[config.mk]
export PLATFORM = sky130hd
export DESIGN_NAME = digit_sum_in_base_core
export DESIGN_NICKNAME = d
export VERILOG_FILES = /design/src/rtl/core/dsb_pkg.sv /design/src/rtl/core/dsb_div.sv /design/src/rtl/core/digit_sum_in_base_core.sv
export SDC_FILE = /design/constraint.sdc
export NUM_CORES = 1
export LEC_CHECK = 0
export BUFFER_PORTS_ARGS = -buffer_cell sky130_fd_sc_hd__buf_2
export CAP_MARGIN = 5
export CORE_UTILIZATION = 51
export DETAILED_ROUTE_END_ITERATION = 10
export PLACE_DENSITY_LB_ADDON = 0.15
export SYNTH_ARGS = -nofsm -noshare
export SYNTH_HDL_FRONTEND = slang
export SYNTH_HIERARCHICAL = 1
export SYNTH_SLANG_ARGS = --single-unit
[constraint.sdc]
create_clock -name clk -period 3.2 [get_ports clk]
set_input_delay 0.16 -clock clk [delete_from_list [all_inputs] [get_ports clk]]
set_output_delay 0.16 -clock clk [all_outputs]
set_load 0.05 [all_outputs]
[src/rtl/core/dsb_pkg.sv]
// Package for the digit-sum-in-base core: sequencer state type and the
// status word passed from the shared divider to the sequencer.
// No dependencies.
package dsb_pkg;

  typedef enum logic [1:0] {
    ST_IDLE,
    ST_START,
    ST_WAIT,
    ST_OUT
  } dsb_state_t;

  typedef struct packed {
    logic busy;
    logic done;
  } dsb_div_stat_t;

endpackage

[src/rtl/core/dsb_div.sv]
// Shared restoring divider, one quotient bit per cycle.
// Depends on dsb_pkg for the status struct.
module dsb_div import dsb_pkg::*; #(
  parameter int DATA_WIDTH = 32
) (
  input  logic                  clk,
  input  logic                  rst,
  input  logic                  start,
  input  logic [DATA_WIDTH-2:0] dividend,
  input  logic [DATA_WIDTH-2:0] divisor,
  output logic [DATA_WIDTH-2:0] quotient,
  output logic [DATA_WIDTH-2:0] remainder,
  output dsb_div_stat_t         stat
);

  localparam int NW = DATA_WIDTH - 1;
  localparam int CW = $clog2(NW);
  localparam logic [CW-1:0] LAST_STEP = CW'(NW - 1);

  logic [NW-1:0] rem;
  logic [NW-1:0] quot;
  logic [CW-1:0] cnt;
  logic          busy;
  logic          done;
  logic [NW:0]   trial;
  logic [NW:0]   diff;
  logic          fits;

  assign trial = {rem, quot[NW-1]};
  assign diff  = trial - {1'b0, divisor};
  assign fits  = !diff[NW];

  always_ff @(posedge clk) begin
    if (rst) begin
      busy <= 1'b0;
      done <= 1'b0;
    end else begin
      done <= 1'b0;
      if (start) begin
        busy <= 1'b1;
      end else if (busy && cnt == '0) begin
        busy <= 1'b0;
        done <= 1'b1;
      end
    end
  end

  always_ff @(posedge clk) begin
    if (start) begin
      rem  <= '0;
      quot <= dividend;
      cnt  <= LAST_STEP;
    end else if (busy) begin
      rem  <= fits ? diff[NW-1:0] : trial[NW-1:0];
      quot <= {quot[NW-2:0], fits};
      cnt  <= cnt - 1'b1;
    end
  end

  assign quotient  = quot;
  assign remainder = rem;
  assign stat      = '{busy: busy, done: done};

endmodule

[src/rtl/core/digit_sum_in_base_core.sv]
// Channel | direction | words          | handshake
// in      | input     | number, radix  | in_valid / in_ready
// out     | output    | digit_sum      | out_valid / out_ready
//
// One word takes one divider pass per digit of number in base radix, up to
// DATA_WIDTH - 1 digits, each on the shared bit-serial divider (one quotient
// bit a cycle). A negative or zero number, or a radix below 2, answers 0
// without using the divider. One word is in flight at a time: in_ready is low
// from acceptance until the result word is taken. Reset is synchronous.
// Top level of the digit-sum-in-base core; uses dsb_pkg and dsb_div.
module digit_sum_in_base_core import dsb_pkg::*; #(
  parameter int DATA_WIDTH = 32
) (
  input  logic                         clk,
  input  logic                         rst,
  input  logic                         in_valid,
  output logic                         in_ready,
  input  logic signed [DATA_WIDTH-1:0] number,
  input  logic        [DATA_WIDTH-2:0] radix,
  output logic                         out_valid,
  input  logic                         out_ready,
  output logic        [DATA_WIDTH-2:0] digit_sum
);

  localparam int NW = DATA_WIDTH - 1;

  dsb_state_t    state;
  dsb_state_t    state_next;
  logic [NW-1:0] value;
  logic [NW-1:0] base;
  logic [NW-1:0] sum;
  logic          div_start;
  logic [NW-1:0] div_quot;
  logic [NW-1:0] div_rem;
  dsb_div_stat_t div_stat;
  logic          trivial;

  assign trivial = number[DATA_WIDTH-1] || (number[NW-1:0] == '0) || (radix[NW-1:1] == '0);

  dsb_div #(.DATA_WIDTH(DATA_WIDTH)) u_div (
    .clk       (clk),
    .rst       (rst),
    .start     (div_start),
    .dividend  (value),
    .divisor   (base),
    .quotient  (div_quot),
    .remainder (div_rem),
    .stat      (div_stat)
  );

  always_ff @(posedge clk) begin
    if (rst) begin
      state <= ST_IDLE;
    end else begin
      state <= state_next;
    end
  end

  always_comb begin
    state_next = state;
    in_ready   = 1'b0;
    out_valid  = 1'b0;
    div_start  = 1'b0;
    unique case (state)
      ST_IDLE: begin
        in_ready = 1'b1;
        if (in_valid) begin
          state_next = trivial ? ST_OUT : ST_START;
        end
      end
      ST_START: begin
        div_start  = 1'b1;
        state_next = ST_WAIT;
      end
      ST_WAIT: begin
        if (div_stat.done) begin
          state_next = (div_quot == '0) ? ST_OUT : ST_START;
        end
      end
      ST_OUT: begin
        out_valid = 1'b1;
        if (out_ready) begin
          state_next = ST_IDLE;
        end
      end
      default: state_next = ST_IDLE;
    endcase
  end

  // hold operands and running sum
  always_ff @(posedge clk) begin
    if (state == ST_IDLE && in_valid) begin
      value <= number[NW-1:0];
      base  <= radix;
      sum   <= '0;
    end else if (state == ST_WAIT && div_stat.done) begin
      value <= div_quot;
      sum   <= sum + div_rem;
    end
  end

  assign digit_sum = sum;

endmodule

==> impl_results.html <==
<table>
<tr><th>Metric</th><th>Value</th></tr>
<tr><th colspan="2">Yosys</th></tr>
<tr><td>Total nets after synthesis</td><td>1225</td></tr>
<tr><td>Total standard cell area after synthesis</td><td>0.0101 sq mm</td></tr>
<tr><td>Total of warnings raised by yosys</td><td>6</td></tr>
<tr><td>Post-synthesis instance total</td><td>1094</td></tr>
<tr><td>Synthesized area per cell</td><td>9.26 sq um</td></tr>
<tr><th colspan="2">Pwr</th></tr>
<tr><td>Total power density per cell area</td><td>720 mW/mm^2</td></tr>
<tr><td>P_sw</td><td>3400 uW</td></tr>
<tr><td>Leakage Power</td><td>0.00509 uW</td></tr>
<tr><td>Part of the power in registers</td><td>34.6%</td></tr>
<tr><td>Overall power after layout</td><td>8570 uW</td></tr>
<tr><td>Internal cell power</td><td>5170 uW</td></tr>
<tr><td>Switching share of power</td><td>39.7%</td></tr>
<tr><td>Part of the total power dissipated in combinational logic</td><td>41.9%</td></tr>
<tr><td>Worst supply voltage drop on vdd</td><td>0.000433 V</td></tr>
<tr><td>Clock network power share</td><td>23.5%</td></tr>
<tr><th colspan="2">Clock tree</th></tr>
<tr><td>Clock-pin transition on the worst setup and hold timing paths</td><td>0.07 ns</td></tr>
<tr><td>CTS-repair resized insts</td><td>0</td></tr>
<tr><td>CTS Buf Count</td><td>17</td></tr>
<tr><td>Max Root-Sink Buffers</td><td>2</td></tr>
<tr><td>CTS sink count</td><td>164</td></tr>
<tr><td>Clock tree from TritonCTS</td><td>yes</td></tr>
<tr><td>Insertion delay of the later-clocked pin in the worst-skew pair</td><td>0.43 ns</td></tr>
<tr><td>Root buffer cell</td><td>sky130_fd_sc_hd__clkbuf_16</td></tr>
<tr><td>Depth of the CTS H-tree</td><td>4</td></tr>
<tr><th colspan="2">Floorplanning</th></tr>
<tr><td>Floorplan core area</td><td>0.0195 sq mm</td></tr>
<tr><td>Die boundary width</td><td>143 um</td></tr>
<tr><td>Effective utilization at floorplan</td><td>52.1%</td></tr>
<tr><td>Floorplan row count</td><td>51</td></tr>
<tr><td>Chip Height</td><td>143 um</td></tr>
<tr><td>Total die area</td><td>0.0204 sq mm</td></tr>
<tr><td>Ports</td><td>100</td></tr>
<tr><th colspan="2">Placement</th></tr>
<tr><td>Post-place instance area</td><td>0.0109 sq mm</td></tr>
<tr><td>RePlAce Congestion</td><td>0.934</td></tr>
<tr><td>Number of buffer cells added on primary ports</td><td>99</td></tr>
<tr><td>Post-DP HPWL</td><td>18600 um</td></tr>
<tr><td>Placed Instances</td><td>1423</td></tr>
<tr><th colspan="2">Global route</th></tr>
<tr><td>Leftover overflow at the end of global routing</td><td>0</td></tr>
<tr><td>Total global-route track usage</td><td>25.9%</td></tr>
<tr><td>Wire length of the first global-routing pass</td><td>40800 um</td></tr>
<tr><td>Pin count of the biggest net entering global routing</td><td>80</td></tr>
<tr><td>Number of global-route vias before repair</td><td>8018</td></tr>
<tr><td>Number of antenna violations at the first check in global routing</td><td>0</td></tr>
<tr><th colspan="2">Worst setup path</th></tr>
<tr><td>Worst setup EP type</td><td>flop</td></tr>
<tr><td>WP data arrival</td><td>3.28 ns</td></tr>
<tr><td>Classification of the worst setup path</td><td>flop to flop</td></tr>
<tr><td>Req. time, crit path</td><td>3.52 ns</td></tr>
<tr><td>Worst-path maximum fanout</td><td>4</td></tr>
<tr><td>Kind of start point of the critical path</td><td>flop</td></tr>
<tr><th colspan="2">Drt</th></tr>
<tr><td>Final wirelength</td><td>25600 um</td></tr>
<tr><td>Overall via count from detail_route</td><td>8734</td></tr>
<tr><td>Antenna-violating nets left</td><td>0</td></tr>
<tr><td>Vias per std cell</td><td>5.82</td></tr>
<tr><td>Detailed-routing iteration count for the pre-antenna-repair pass</td><td>6</td></tr>
<tr><td>Initial drt markers</td><td>557</td></tr>
<tr><td>Number of remaining DRC errors</td><td>0</td></tr>
<tr><td>Routed wirelength normalized by instance count</td><td>17.1 um</td></tr>
<tr><th colspan="2">Finish</th></tr>
<tr><td>Number of diodes</td><td>0</td></tr>
<tr><td>Filler-free cell count of the finished design</td><td>1500</td></tr>
<tr><td>Most common cell after layout, fill and taps aside</td><td>sky130_fd_sc_hd__nand2_1</td></tr>
<tr><td>Area growth from synthesis to layout</td><td>17.5%</td></tr>
<tr><td>Final design area excluding fillers</td><td>0.0119 sq mm</td></tr>
<tr><td>Total Nets Final</td><td>1353</td></tr>
<tr><td>Fill cells</td><td>1672</td></tr>
<tr><td>Layout cells sized above 1</td><td>16.3%</td></tr>
<tr><td>Total area of multi-input combinational cells</td><td>0.00553 sq mm</td></tr>
<tr><td>Sequential Area</td><td>0.00421 sq mm</td></tr>
<tr><td>Commonest cells after routing, fill and taps aside</td><td>sky130_fd_sc_hd__nand2_1, sky130_fd_sc_hd__buf_2, sky130_fd_sc_hd__edfxtp_1, sky130_fd_sc_hd__dfxtp_1, sky130_fd_sc_hd__a21oi_1</td></tr>
<tr><th colspan="2">Flow run</th></tr>
<tr><td>Max-capacitance violation count</td><td>0</td></tr>
<tr><th colspan="2">Timing</th></tr>
<tr><td>Setup repair after global routing missed its margin</td><td>false</td></tr>
<tr><td>Worst Hold Slack</td><td>0.0123 ns</td></tr>
<tr><td>Final count of negative-setup-slack endpoints</td><td>0</td></tr>
<tr><td>Maximum clock frequency</td><td>338 MHz</td></tr>
<tr><td>Number of max-slew violations in the final report</td><td>0</td></tr>
<tr><td>Setup TNS after final layout</td><td>0 ns</td></tr>
<tr><td>Tightest Pin Transition</td><td>0.949 ns</td></tr>
<tr><td>Hold Violations, Final</td><td>0</td></tr>
<tr><td>Relative slew margins</td><td>36.7%</td></tr>
<tr><td>Ratio of final minimum period to clock period</td><td>92.6%</td></tr>
<tr><td>Post-Route Skew</td><td>0.0116 ns</td></tr>
<tr><td>Post-layout min period</td><td>2.96 ns</td></tr>
<tr><th colspan="2">Status</th></tr>
<tr><td>Status</td><td>finished clean</td></tr>
<tr><th colspan="2">Min path</th></tr>
<tr><td>Worst Hold Class</td><td>primary input to flop</td></tr>
</table>
[per-stage QoR]
stage | setup slack, ns | utilization [%]
2_1_floorplan | 0.239 | -
3_3_place_gp | 0.305 | 55.9
3_5_place_dp | 0.267 | 55.9
4_1_cts | 0.241 | 61.2
5_1_grt | 0.0303 | 61.2
6_report | 0.237 | 61.2
[state kept, by name, summed over array words and instances (netlist names)]
name	count
digit_sum	31
u_div/quotient	31
value	31
base	31
state	2
u_div/done	1
u_div/cnt	5
u_div/busy	1
u_div/remainder	31
[critical path: stages (launching register included)]
cell                        delay [ns]
sky130_fd_sc_hd__edfxtp_1         0.39
sky130_fd_sc_hd__inv_1            0.06
sky130_fd_sc_hd__ha_1             0.20
sky130_fd_sc_hd__fa_1             0.39
sky130_fd_sc_hd__nor2b_1          0.24
sky130_fd_sc_hd__o31a_1           0.21
sky130_fd_sc_hd__o22ai_1          0.19
sky130_fd_sc_hd__o21ai_0          0.28
sky130_fd_sc_hd__o21ai_0          0.25
sky130_fd_sc_hd__or3_1            0.41
sky130_fd_sc_hd__o2111ai_1        0.12
sky130_fd_sc_hd__o21ai_0          0.11
[layer usage]
layer	global-route usage, %	wire length [um]	up-vias
met5	0	0	-
met4	6.11	274	0
met3	5.30	1270	19
met2	39.6	11300	212
met1	37.3	12700	4169
li1	-	-	4334
[what timing repair did]
| item | 4_1_cts | 5_1_grt |
|---|---|---|
| hold buffers | 45 | 0 |
| endpoints found under the hold margin | 47 | 0 |
| setup buffers | 0 | 0 |
[worst paths after layout]
| kind | from | endpoint | slack, ns | cells after the start |
|---|---|---|---|---|
| max | u_div/quotient[30]$_DFFE_PP_ | u_div/remainder[30]$_SDFFE_PP0P_ | 0.24 | 11 |
| min | number[20] | value[20]$_DFFE_PP_ | 0.01 | 3 |
| max reg2reg | u_div/quotient[30]$_DFFE_PP_ | u_div/remainder[30]$_SDFFE_PP0P_ | 0.24 | 11 |
| min reg2reg | digit_sum[30]$_SDFFE_PP0P_ | digit_sum[30]$_SDFFE_PP0P_ | 0.46 | 1 |
[cell type report]
type,instances,area share [%]
timing repair buffer,160,9.06
multi-input combinational,831,46.5
clock inverter,15,1.19
inverter,48,1.51
sequential,164,35.4
tap,265,2.79
clock buffer,17,3.57
[power groups by stage]
stage	registers (uW)	logic (uW)	clock network, uW
final	2970	3590	2010
after global routing	3000	3980	2140
after CTS	2950	3540	2050
after detailed placement	3000	3480	0
after global placement	2990	3470	0
after floorplan	2830	2740	0
Note: power is estimated with default switching activity, not from simulation.
